[config.mk]
export PLATFORM = sky130hd
export DESIGN_NAME = pid_controller_antiwindup
export DESIGN_NICKNAME = d
export VERILOG_FILES = /design/src/sv/pidaw_pkg.sv /design/src/sv/pid_controller_antiwindup.sv /design/src/sv/pidaw_mul.sv /design/src/sv/pidaw_div.sv
export SDC_FILE = /design/constraint.sdc
export NUM_CORES = 2
export LEC_CHECK = 0
export BUFFER_PORTS_ARGS = -buffer_cell sky130_fd_sc_hd__buf_2
export CORE_MARGIN = 8
export CORE_UTILIZATION = 56
export CTS_CLUSTER_DIAMETER = 80
export DETAILED_ROUTE_END_ITERATION = 8
export PLACE_DENSITY_LB_ADDON = 0.15
export SLEW_MARGIN = 20
export SYNTH_ARGS = -nofsm -noshare
export SYNTH_HDL_FRONTEND = slang
export SYNTH_SLANG_ARGS = --single-unit
[constraint.sdc]
create_clock -name clk_i -period 14.47 [get_ports clk_i]
set_clock_uncertainty 0.15 [all_clocks]
set_input_delay 0 -clock clk_i [delete_from_list [all_inputs] [get_ports clk_i]]
set_output_delay 0 -clock clk_i [all_outputs]
set_load 0.01 [all_outputs]
[src/sv/pidaw_pkg.sv]
// pidaw_pkg: shared types, constants and saturation helpers for the
// fixed-point pid controller with anti-windup; no dependencies
`timescale 1ns / 1ps

package pidaw_pkg;

  localparam int VAL_W     = 32;
  localparam int FRAC_BITS = 16;
  localparam int PROD_W    = 2 * VAL_W;
  localparam int TAU_W     = 16;
  localparam int DIV_STEPS = VAL_W / 2;
  localparam int DIV_CNT_W = $clog2(DIV_STEPS);

  localparam logic signed [VAL_W-1:0] VMAX = {1'b0, {(VAL_W-1){1'b1}}};
  localparam logic signed [VAL_W-1:0] VMIN = {1'b1, {(VAL_W-1){1'b0}}};

  // reset values of the configuration registers
  localparam logic signed [VAL_W-1:0] RST_LOOP_GAIN  = 32'sh0001_0000;
  localparam logic signed [VAL_W-1:0] RST_INT_GAIN   = 32'sh0001_0000;
  localparam logic signed [VAL_W-1:0] RST_DER_GAIN   = '0;
  localparam logic [TAU_W-1:0]        RST_TIME_CONST = 16'd1000;
  localparam logic signed [VAL_W-1:0] RST_UPPER      = VMAX;
  localparam logic signed [VAL_W-1:0] RST_LOWER      = VMIN;

  localparam logic signed [VAL_W:0]   MUL_TWO  = 33'sd2;
  localparam logic [TAU_W-1:0]        TAU_ONE  = 16'd1;

  typedef enum logic [2:0] {
    CFG_LOOP_GAIN  = 3'd0,
    CFG_INT_GAIN   = 3'd1,
    CFG_DER_GAIN   = 3'd2,
    CFG_TIME_CONST = 3'd3,
    CFG_UPPER      = 3'd4,
    CFG_LOWER      = 3'd5
  } cfg_idx_e;

  typedef enum logic [1:0] {
    CLAMP_NONE  = 2'd0,
    CLAMP_UPPER = 2'd1,
    CLAMP_LOWER = 2'd2
  } clamp_e;

  typedef enum logic [4:0] {
    ST_IDLE,
    ST_P,
    ST_I1,
    ST_I2,
    ST_I3,
    ST_IDIV,
    ST_D1,
    ST_D2,
    ST_D3,
    ST_DDIV,
    ST_SUM,
    ST_CLAMP,
    ST_A1,
    ST_A2,
    ST_A3,
    ST_ADIV,
    ST_DONE
  } state_e;

  // request to the shared multiplier: operands are 33 bit so that both
  // signed values and unsigned intervals fit
  typedef struct packed {
    logic                    go;
    logic                    shift;
    logic signed [VAL_W:0]   a;
    logic signed [VAL_W:0]   b;
  } mul_req_t;

  typedef struct packed {
    logic                    go;
    logic signed [VAL_W-1:0] num;
    logic [VAL_W-1:0]        den;
  } div_req_t;

  function automatic logic signed [VAL_W-1:0] sat34(logic signed [VAL_W+1:0] x);
    logic signed [VAL_W+1:0] hi;
    logic signed [VAL_W+1:0] lo;
    hi = {{2{VMAX[VAL_W-1]}}, VMAX};
    lo = {{2{VMIN[VAL_W-1]}}, VMIN};
    if (x > hi) begin
      return VMAX;
    end else if (x < lo) begin
      return VMIN;
    end
    return x[VAL_W-1:0];
  endfunction

  function automatic logic signed [VAL_W+1:0] ext34(logic signed [VAL_W-1:0] x);
    return {{2{x[VAL_W-1]}}, x};
  endfunction

  function automatic logic signed [VAL_W:0] ext33(logic signed [VAL_W-1:0] x);
    return {x[VAL_W-1], x};
  endfunction

endpackage

[src/sv/pid_controller_antiwindup.sv]
// pid_controller_antiwindup: top level, configuration registers, sequencer
// and datapath registers; uses pidaw_pkg, pidaw_mul and pidaw_div
`timescale 1ns / 1ps

// Fixed-point Q16.16 pid controller with anti-windup. Each item carries a
// setpoint, a measurement and a millisecond time stamp and yields one result
// item: the clamped drive, the clamp status and a flag for a zero interval.
// All arithmetic runs through one two-stage multiplier and one divider that
// retires two quotient bits per cycle, stepped by a sequencer; the block
// takes one item at a time. With a zero interval the derivative path is
// skipped, and without a clamp the anti-windup correction is skipped, so
// an item runs between one and three divides. A finished result sits
// in an output register, so the next item is accepted while it waits.
// Configuration must be written through cfg_we_i only while the block is
// idle; the block itself does not enforce this.
module pid_controller_antiwindup import pidaw_pkg::*; (
  input  logic                    clk_i,
  input  logic                    rst_ni,
  input  logic                    cfg_we_i,
  input  logic [2:0]              cfg_idx_i,
  input  logic [VAL_W-1:0]        cfg_data_i,
  input  logic                    in_valid_i,
  output logic                    in_stall_o,
  input  logic signed [VAL_W-1:0] setpoint_i,
  input  logic signed [VAL_W-1:0] measurement_i,
  input  logic [VAL_W-1:0]        now_ms_i,
  output logic                    out_valid_o,
  input  logic                    out_stall_i,
  output logic signed [VAL_W-1:0] drive_o,
  output logic [1:0]              clamp_status_o,
  output logic                    zero_interval_o
);

  state_e state_q, state_d;

  logic signed [VAL_W-1:0] kc_q, ki_q, kd_q, ul_q, ll_q;
  logic [TAU_W-1:0]        tau_q;
  logic [TAU_W-1:0]        tau_eff;

  logic signed [VAL_W-1:0] integ_q, last_meas_q;
  logic [VAL_W-1:0]        last_time_q;

  logic signed [VAL_W-1:0] meas_q, err_q, dmeas_q, p_q, d_q, t_q, o_q;
  logic [VAL_W-1:0]        now_q, dt_q;
  clamp_e                  status_q;
  logic                    zero_q;

  logic                    out_valid_q;
  logic signed [VAL_W-1:0] drive_q;
  clamp_e                  out_status_q;
  logic                    out_zero_q;

  logic                    pend_q, pend_d;
  logic                    in_acc, out_free, is_op, is_div, issue, op_done;

  mul_req_t                mul_req;
  logic                    mul_done;
  logic signed [VAL_W-1:0] mul_res;
  div_req_t                div_req;
  logic                    div_done;
  logic signed [VAL_W:0]   div_quot;

  pidaw_mul u_mul (
    .clk_i  (clk_i),
    .rst_ni (rst_ni),
    .req_i  (mul_req),
    .done_o (mul_done),
    .res_o  (mul_res)
  );

  pidaw_div u_div (
    .clk_i  (clk_i),
    .rst_ni (rst_ni),
    .req_i  (div_req),
    .done_o (div_done),
    .quot_o (div_quot)
  );

  assign tau_eff  = (tau_q == '0) ? TAU_ONE : tau_q;
  assign in_acc   = in_valid_i && (state_q == ST_IDLE);
  assign out_free = !out_valid_q || !out_stall_i;
  assign op_done  = mul_done || div_done;

  // configuration registers
  always_ff @(posedge clk_i or negedge rst_ni) begin
    if (!rst_ni) begin
      kc_q  <= RST_LOOP_GAIN;
      ki_q  <= RST_INT_GAIN;
      kd_q  <= RST_DER_GAIN;
      tau_q <= RST_TIME_CONST;
      ul_q  <= RST_UPPER;
      ll_q  <= RST_LOWER;
    end else if (cfg_we_i) begin
      case (cfg_idx_i)
        CFG_LOOP_GAIN:  kc_q  <= cfg_data_i;
        CFG_INT_GAIN:   ki_q  <= cfg_data_i;
        CFG_DER_GAIN:   kd_q  <= cfg_data_i;
        CFG_TIME_CONST: tau_q <= cfg_data_i[TAU_W-1:0];
        CFG_UPPER:      ul_q  <= cfg_data_i;
        CFG_LOWER:      ll_q  <= cfg_data_i;
        default: ;
      endcase
    end
  end

  always_ff @(posedge clk_i or negedge rst_ni) begin
    if (!rst_ni) begin
      state_q <= ST_IDLE;
      pend_q  <= 1'b0;
    end else begin
      state_q <= state_d;
      pend_q  <= pend_d;
    end
  end

  // sequencer: each arithmetic state issues once and waits for its unit
  always_comb begin
    state_d     = state_q;
    is_op       = state_q inside {ST_P, ST_I1, ST_I2, ST_I3, ST_IDIV, ST_D1, ST_D2,
                                  ST_D3, ST_DDIV, ST_A1, ST_A2, ST_A3, ST_ADIV};
    is_div      = state_q inside {ST_IDIV, ST_DDIV, ST_ADIV};
    issue       = is_op && !pend_q;
    pend_d      = issue ? 1'b1 : (op_done ? 1'b0 : pend_q);
    in_stall_o  = (state_q != ST_IDLE);

    mul_req       = '0;
    mul_req.go    = issue && !is_div;
    div_req       = '0;
    div_req.go    = issue && is_div;
    div_req.num   = t_q;
    div_req.den   = (state_q == ST_DDIV) ? dt_q : {{(VAL_W-TAU_W){1'b0}}, tau_eff};

    case (state_q)
      ST_P: begin
        mul_req.a = ext33(kc_q); mul_req.b = ext33(err_q); mul_req.shift = 1'b1;
      end
      ST_I1: begin
        mul_req.a = ext33(ki_q); mul_req.b = ext33(err_q); mul_req.shift = 1'b1;
      end
      ST_I2, ST_A2: begin
        mul_req.a = ext33(t_q); mul_req.b = {1'b0, dt_q}; mul_req.shift = 1'b0;
      end
      ST_I3, ST_A3: begin
        mul_req.a = ext33(t_q); mul_req.b = ext33(kc_q); mul_req.shift = 1'b1;
      end
      ST_D1: begin
        mul_req.a = ext33(kd_q); mul_req.b = ext33(kc_q); mul_req.shift = 1'b1;
      end
      ST_D2: begin
        mul_req.a     = ext33(t_q);
        mul_req.b     = {{(VAL_W+1-TAU_W){1'b0}}, tau_eff};
        mul_req.shift = 1'b0;
      end
      ST_D3: begin
        mul_req.a = ext33(t_q); mul_req.b = ext33(dmeas_q); mul_req.shift = 1'b1;
      end
      ST_A1: begin
        mul_req.a = ext33(err_q); mul_req.b = MUL_TWO; mul_req.shift = 1'b0;
      end
      default: ;
    endcase

    case (state_q)
      ST_IDLE:  if (in_acc) state_d = ST_P;
      ST_P:     if (op_done) state_d = ST_I1;
      ST_I1:    if (op_done) state_d = ST_I2;
      ST_I2:    if (op_done) state_d = ST_I3;
      ST_I3:    if (op_done) state_d = ST_IDIV;
      ST_IDIV:  if (op_done) state_d = (dt_q == '0) ? ST_SUM : ST_D1;
      ST_D1:    if (op_done) state_d = ST_D2;
      ST_D2:    if (op_done) state_d = ST_D3;
      ST_D3:    if (op_done) state_d = ST_DDIV;
      ST_DDIV:  if (op_done) state_d = ST_SUM;
      ST_SUM:   state_d = ST_CLAMP;
      ST_CLAMP: state_d = (o_q > ul_q || o_q < ll_q) ? ST_A1 : ST_DONE;
      ST_A1:    if (op_done) state_d = ST_A2;
      ST_A2:    if (op_done) state_d = ST_A3;
      ST_A3:    if (op_done) state_d = ST_ADIV;
      ST_ADIV:  if (op_done) state_d = ST_DONE;
      ST_DONE:  if (out_free) state_d = ST_IDLE;
      default:  state_d = ST_IDLE;
    endcase
  end

  // controller state and output handshake
  always_ff @(posedge clk_i or negedge rst_ni) begin
    if (!rst_ni) begin
      integ_q     <= '0;
      last_meas_q <= '0;
      last_time_q <= '0;
      out_valid_q <= 1'b0;
    end else begin
      if (op_done && state_q == ST_IDIV) begin
        integ_q <= sat34(ext34(integ_q) + {div_quot[VAL_W], div_quot});
      end
      if (op_done && state_q == ST_ADIV) begin
        integ_q <= sat34(ext34(integ_q) - {div_quot[VAL_W], div_quot});
      end
      if (state_q == ST_DONE && out_free) begin
        out_valid_q <= 1'b1;
        last_meas_q <= meas_q;
        last_time_q <= now_q;
      end else if (out_valid_q && !out_stall_i) begin
        out_valid_q <= 1'b0;
      end
    end
  end

  always_ff @(posedge clk_i) begin
    if (in_acc) begin
      meas_q  <= measurement_i;
      now_q   <= now_ms_i;
      dt_q    <= now_ms_i - last_time_q;
      err_q   <= sat34(ext34(setpoint_i) - ext34(measurement_i));
      dmeas_q <= sat34(ext34(measurement_i) - ext34(last_meas_q));
    end
    if (op_done) begin
      case (state_q)
        ST_P: p_q <= mul_res;
        ST_IDIV: begin
          d_q    <= '0;
          zero_q <= (dt_q == '0);
        end
        ST_DDIV: d_q <= sat34(-{div_quot[VAL_W], div_quot});
        default: t_q <= mul_res;
      endcase
    end
    case (state_q)
      ST_SUM: begin
        o_q      <= sat34(ext34(p_q) + ext34(integ_q) + ext34(d_q));
        status_q <= CLAMP_NONE;
      end
      ST_CLAMP: begin
        // the upper test wins when the limits cross
        if (o_q > ul_q) begin
          o_q      <= ul_q;
          status_q <= CLAMP_UPPER;
        end else if (o_q < ll_q) begin
          o_q      <= ll_q;
          status_q <= CLAMP_LOWER;
        end
      end
      ST_DONE: begin
        if (out_free) begin
          drive_q      <= o_q;
          out_status_q <= status_q;
          out_zero_q   <= zero_q;
        end
      end
      default: ;
    endcase
  end

  assign out_valid_o     = out_valid_q;
  assign drive_o         = drive_q;
  assign clamp_status_o  = out_status_q;
  assign zero_interval_o = out_zero_q;

endmodule

[src/sv/pidaw_mul.sv]
// pidaw_mul: two-stage sign-magnitude multiplier with optional fraction
// shift, truncation toward zero and saturation; uses pidaw_pkg
`timescale 1ns / 1ps

module pidaw_mul import pidaw_pkg::*; (
  input  logic                    clk_i,
  input  logic                    rst_ni,
  input  mul_req_t                req_i,
  output logic                    done_o,
  output logic signed [VAL_W-1:0] res_o
);

  logic signed [VAL_W:0]   a_mag;
  logic signed [VAL_W:0]   b_mag;
  logic [PROD_W-1:0]       prod_q;
  logic                    neg_q;
  logic                    shift_q;
  logic                    v1_q;
  logic                    v2_q;
  logic signed [VAL_W-1:0] res_q;
  logic [PROD_W-1:0]       m;
  logic [PROD_W-1:0]       lim;
  logic [PROD_W-1:0]       m_sat;

  assign a_mag = req_i.a[VAL_W] ? -req_i.a : req_i.a;
  assign b_mag = req_i.b[VAL_W] ? -req_i.b : req_i.b;

  always_ff @(posedge clk_i or negedge rst_ni) begin
    if (!rst_ni) begin
      v1_q <= 1'b0;
      v2_q <= 1'b0;
    end else begin
      v1_q <= req_i.go;
      v2_q <= v1_q;
    end
  end

  always_ff @(posedge clk_i) begin
    if (req_i.go) begin
      prod_q  <= a_mag[VAL_W-1:0] * b_mag[VAL_W-1:0];
      neg_q   <= req_i.a[VAL_W] ^ req_i.b[VAL_W];
      shift_q <= req_i.shift;
    end
    if (v1_q) begin
      res_q <= neg_q ? -m_sat[VAL_W-1:0] : m_sat[VAL_W-1:0];
    end
  end

  // magnitude limit is 2^(w-1) for a negative result, 2^(w-1)-1 otherwise
  always_comb begin
    m     = shift_q ? (prod_q >> FRAC_BITS) : prod_q;
    lim   = {{(PROD_W-VAL_W){1'b0}}, neg_q, {(VAL_W-1){~neg_q}}};
    m_sat = (m > lim) ? lim : m;
  end

  assign done_o = v2_q;
  assign res_o  = res_q;

endmodule

[src/sv/pidaw_div.sv]
// pidaw_div: iterative restoring divider, two quotient bits per cycle,
// signed dividend by positive divisor, truncated toward zero; uses pidaw_pkg
`timescale 1ns / 1ps

module pidaw_div import pidaw_pkg::*; (
  input  logic                  clk_i,
  input  logic                  rst_ni,
  input  div_req_t              req_i,
  output logic                  done_o,
  output logic signed [VAL_W:0] quot_o
);

  logic                 busy_q;
  logic                 done_q;
  logic [DIV_CNT_W-1:0] cnt_q;
  logic [VAL_W-1:0]     rem_q;
  logic [VAL_W-1:0]     num_q;
  logic [VAL_W-1:0]     den_q;
  logic                 neg_q;
  logic [VAL_W:0]       r1;
  logic [VAL_W:0]       r1b;
  logic [VAL_W:0]       r2;
  logic [VAL_W:0]       r2b;
  logic                 ge1;
  logic                 ge2;
  logic signed [VAL_W-1:0] num_mag;

  assign num_mag = req_i.num[VAL_W-1] ? -req_i.num : req_i.num;

  always_comb begin
    r1  = {rem_q, num_q[VAL_W-1]};
    ge1 = r1 >= {1'b0, den_q};
    r1b = ge1 ? r1 - {1'b0, den_q} : r1;
    r2  = {r1b[VAL_W-1:0], num_q[VAL_W-2]};
    ge2 = r2 >= {1'b0, den_q};
    r2b = ge2 ? r2 - {1'b0, den_q} : r2;
  end

  always_ff @(posedge clk_i or negedge rst_ni) begin
    if (!rst_ni) begin
      busy_q <= 1'b0;
      done_q <= 1'b0;
      cnt_q  <= '0;
    end else begin
      done_q <= 1'b0;
      if (req_i.go) begin
        busy_q <= 1'b1;
        cnt_q  <= '0;
      end else if (busy_q) begin
        cnt_q <= cnt_q + 1'b1;
        if (cnt_q == DIV_CNT_W'(DIV_STEPS - 1)) begin
          busy_q <= 1'b0;
          done_q <= 1'b1;
        end
      end
    end
  end

  // quotient bits shift in at the bottom of the dividend register
  always_ff @(posedge clk_i) begin
    if (req_i.go) begin
      rem_q <= '0;
      num_q <= num_mag;
      den_q <= req_i.den;
      neg_q <= req_i.num[VAL_W-1];
    end else if (busy_q) begin
      rem_q <= r2b[VAL_W-1:0];
      num_q <= {num_q[VAL_W-3:0], ge1, ge2};
    end
  end

  assign done_o = done_q;
  assign quot_o = neg_q ? -$signed({1'b0, num_q}) : $signed({1'b0, num_q});

endmodule

==> metrics <==
status=complete, no violations; drt via density=6.12; worst slew pin tran=1.22 ns; total die area=roughly 160,000 µm²; FP Rows=around 140; Worst EP required=between 10 and 15 ns; CTS clock-pin slew for the worst setup and hold paths=approximately 0.060 ns; final hold violations=0; root buffer cell=clkbuf_16; fin crit share=0.937; GPL Wtd Cong=1.03; Die H=406 µm; Post-DRT Antenna Nets=0; cell repeated most along the worst path=fa_1; IO Pins=between 150 and 200; Avg WL per Cell=25.7 µm; syn nets=10,800; EDFF count, synth=slightly below 500; grt ovf=0; Yosys reg bits=808; Routed WL=296,000 µm; maximum buffer depth of the clock tree=3; pre-CTS setup slack=1.23 ns; CTS buffer count=87; input/output buffers=between 150 and 200; Top reg by flops=u_mul.prod_q; CTS tree=done; global-route wire length before repair=around 440,000 µm; Worst setup SP type=register; CP max FO=25; Mean Syn Cell Area=9.35 µm²; Synth Flop Type=edfxtp_1; initial antenna violation count=16; RSZ-0062 raised after global routing=false; Crit Path Class=reg2reg; Initial Util=0.562; number of remaining DRC errors=0; Slew headroom=0.186; FFs w/ async S/R, synth=0.355; number of flip-flops in the largest register=between 60 and 70; DRT iter0 DRCs=between 8,000 and 9,000; Post-Syn Area=between 80,000 and 90,000 µm²; Tmin final=around 14 ns; FMAX=around 74 MHz; Cell variety after synth=95; dpl hpwl=~230,000 µm; critical path's slowest cell=xor2_2; Die X-Extent=406 µm; Gate Count Post-Synth=9,091; Setup Buffers After CTS=0; GR Util All Layers=0.355; number of max-cap violations=0; largest net degree at the start of global routing=108; Final #Nets=between 10,000 and 15,000; Detailed Routing Iterations Pass 1=7; clk sinks=808; worst skew pair latency=0.72 ns; final setup vio count=0; flop-to-flop setup slack=a little over 0.9 ns; share of cells above drive strength 1=0.0925; worst min path class=in2reg; vias after detailed routing=70,500; yosys warns=0; H-tree levels=3; Max stage delay on crit path=between 0.7 and 0.8 ns; Final Max Tran Viols=0; Worst EP arrival=13.84 ns; post-synthesis sequential area ratio=0.265; core box area=151,000 µm²; crit path capture type=register; setup_tns=0 ns; P&R area growth vs syn=11.4%; vias in the first global route=70,500; Setup WS post-layout=0.913 ns
[cell type report]
cell class,count,area [µm²]
antenna,12,30.0
clock buffer,115,2450
clock inverter,49,637
fill,12800,56700
inverter,1305,4900
multi-input combinational,6575,56600
sequential,808,22600
tap,2030,2540
timing repair buffer,629,4960
[routing by layer]
metal  routed length [µm]  GRT usage  vias to the layer above
li1                     -          -                    31000
met1               118000      0.482                    35200
met4                18300      0.180                        2
met5                   12          0                        -
met3                27800     0.0664                      749
met2               131000      0.547                     3568
[worst max-delay path, delay by kind of cell (launching register included)]
| family | cells | cell delay, ns |
|---|---|---|
| fa+ha+maj | 10 | 4.62 |
| compound gates | 9 | 3.26 |
| simple gates | 8 | 2.78 |
| xor+xnor | 2 | 0.93 |
| buf+inv | 7 | 0.88 |
| flops | 1 | 0.66 |
[synth_stat cells, drive strengths merged, types with 59 or more instances]
cell,count,share of area
clkbuf,326,0.014
nand2,1009,0.045
ha,623,0.092
buf,77,0.0046
dfrtp,247,0.073
fa,936,0.22
xor2,191,0.020
inv,1304,0.058
a21oi,484,0.028
nand4,81,0.0060
edfxtp,489,0.17
mux2,169,0.022
xnor2,290,0.030
o21ai,422,0.025
nor3,78,0.0048
and2,75,0.0055
nor2,826,0.036
a21o,180,0.016
nand2b,59,0.0043
nor2b,60,0.0044
nand3,121,0.0071
[cells by family after synthesis]
group | count (synthesis) | synth area share
multiplexers | 221 | 0.0285
flip-flops | 808 | 0.265
AND/OR/NAND/NOR | 2551 | 0.133
buffers and inverters | 1708 | 0.0767
XOR/XNOR | 481 | 0.0500
adder cells (fa/ha/maj) | 1573 | 0.314
AO/OA/AOI/OAI | 1749 | 0.133
[timing repair]
item / in CTS / in global routing
endpoints found under the hold margin: 465 / 0
hold buffers: 252 / 0
resized for setup: 0 / 0
[per-stage QoR]
stage	utilization	hold slack [ns]	instance area [µm²]	std cells
2_1_floorplan	-	-0.446	85000	9091
3_3_place_gp	0.588	-0.0842	89000	11100
3_5_place_dp	0.588	-0.0758	89000	11100
4_1_cts	0.625	0.000874	94700	11500
5_1_grt	0.626	0.0152	94700	11500
6_report	0.626	0.0213	94700	11500
[cell usage in the layout (no fill, tap or decap), types with 171 or more instances in the layout]
cell / instances
inv_1: 1299
nand2_1: 1008
fa_1: 936
nor2_1: 824
ha_1: 623
edfxtp_1: 489
a21oi_1: 480
o21ai_0: 418
dlygate4sd3_1: 251
xnor2_1: 247
dfrtp_1: 247
buf_4: 204
a21o_1: 180
xor2_1: 172
buf_2: 171
[worst paths after layout]
path	startpoint	end	depth (start not counted)
max	state_q[1]$_DFFE_PN0P_	u_mul.prod_q[61]$_DFFE_PP_	36
min	cfg_data_i[6]	ul_q[6]$_DFFE_PN1P_	4
max reg2reg	state_q[1]$_DFFE_PN0P_	u_mul.prod_q[61]$_DFFE_PP_	36
min reg2reg	zero_q$_DFFE_PP_	zero_interval_o$_DFFE_PP_	0
max in group asynchronous	rst_ni	last_time_q[24]$_DFFE_PN0P_	6
min in group asynchronous	rst_ni	ul_q[14]$_DFFE_PN1P_	3
Power is left out: the tool's default activity adds up to more than one toggle a clock period on the data nets, which glitch-free logic cannot reach.
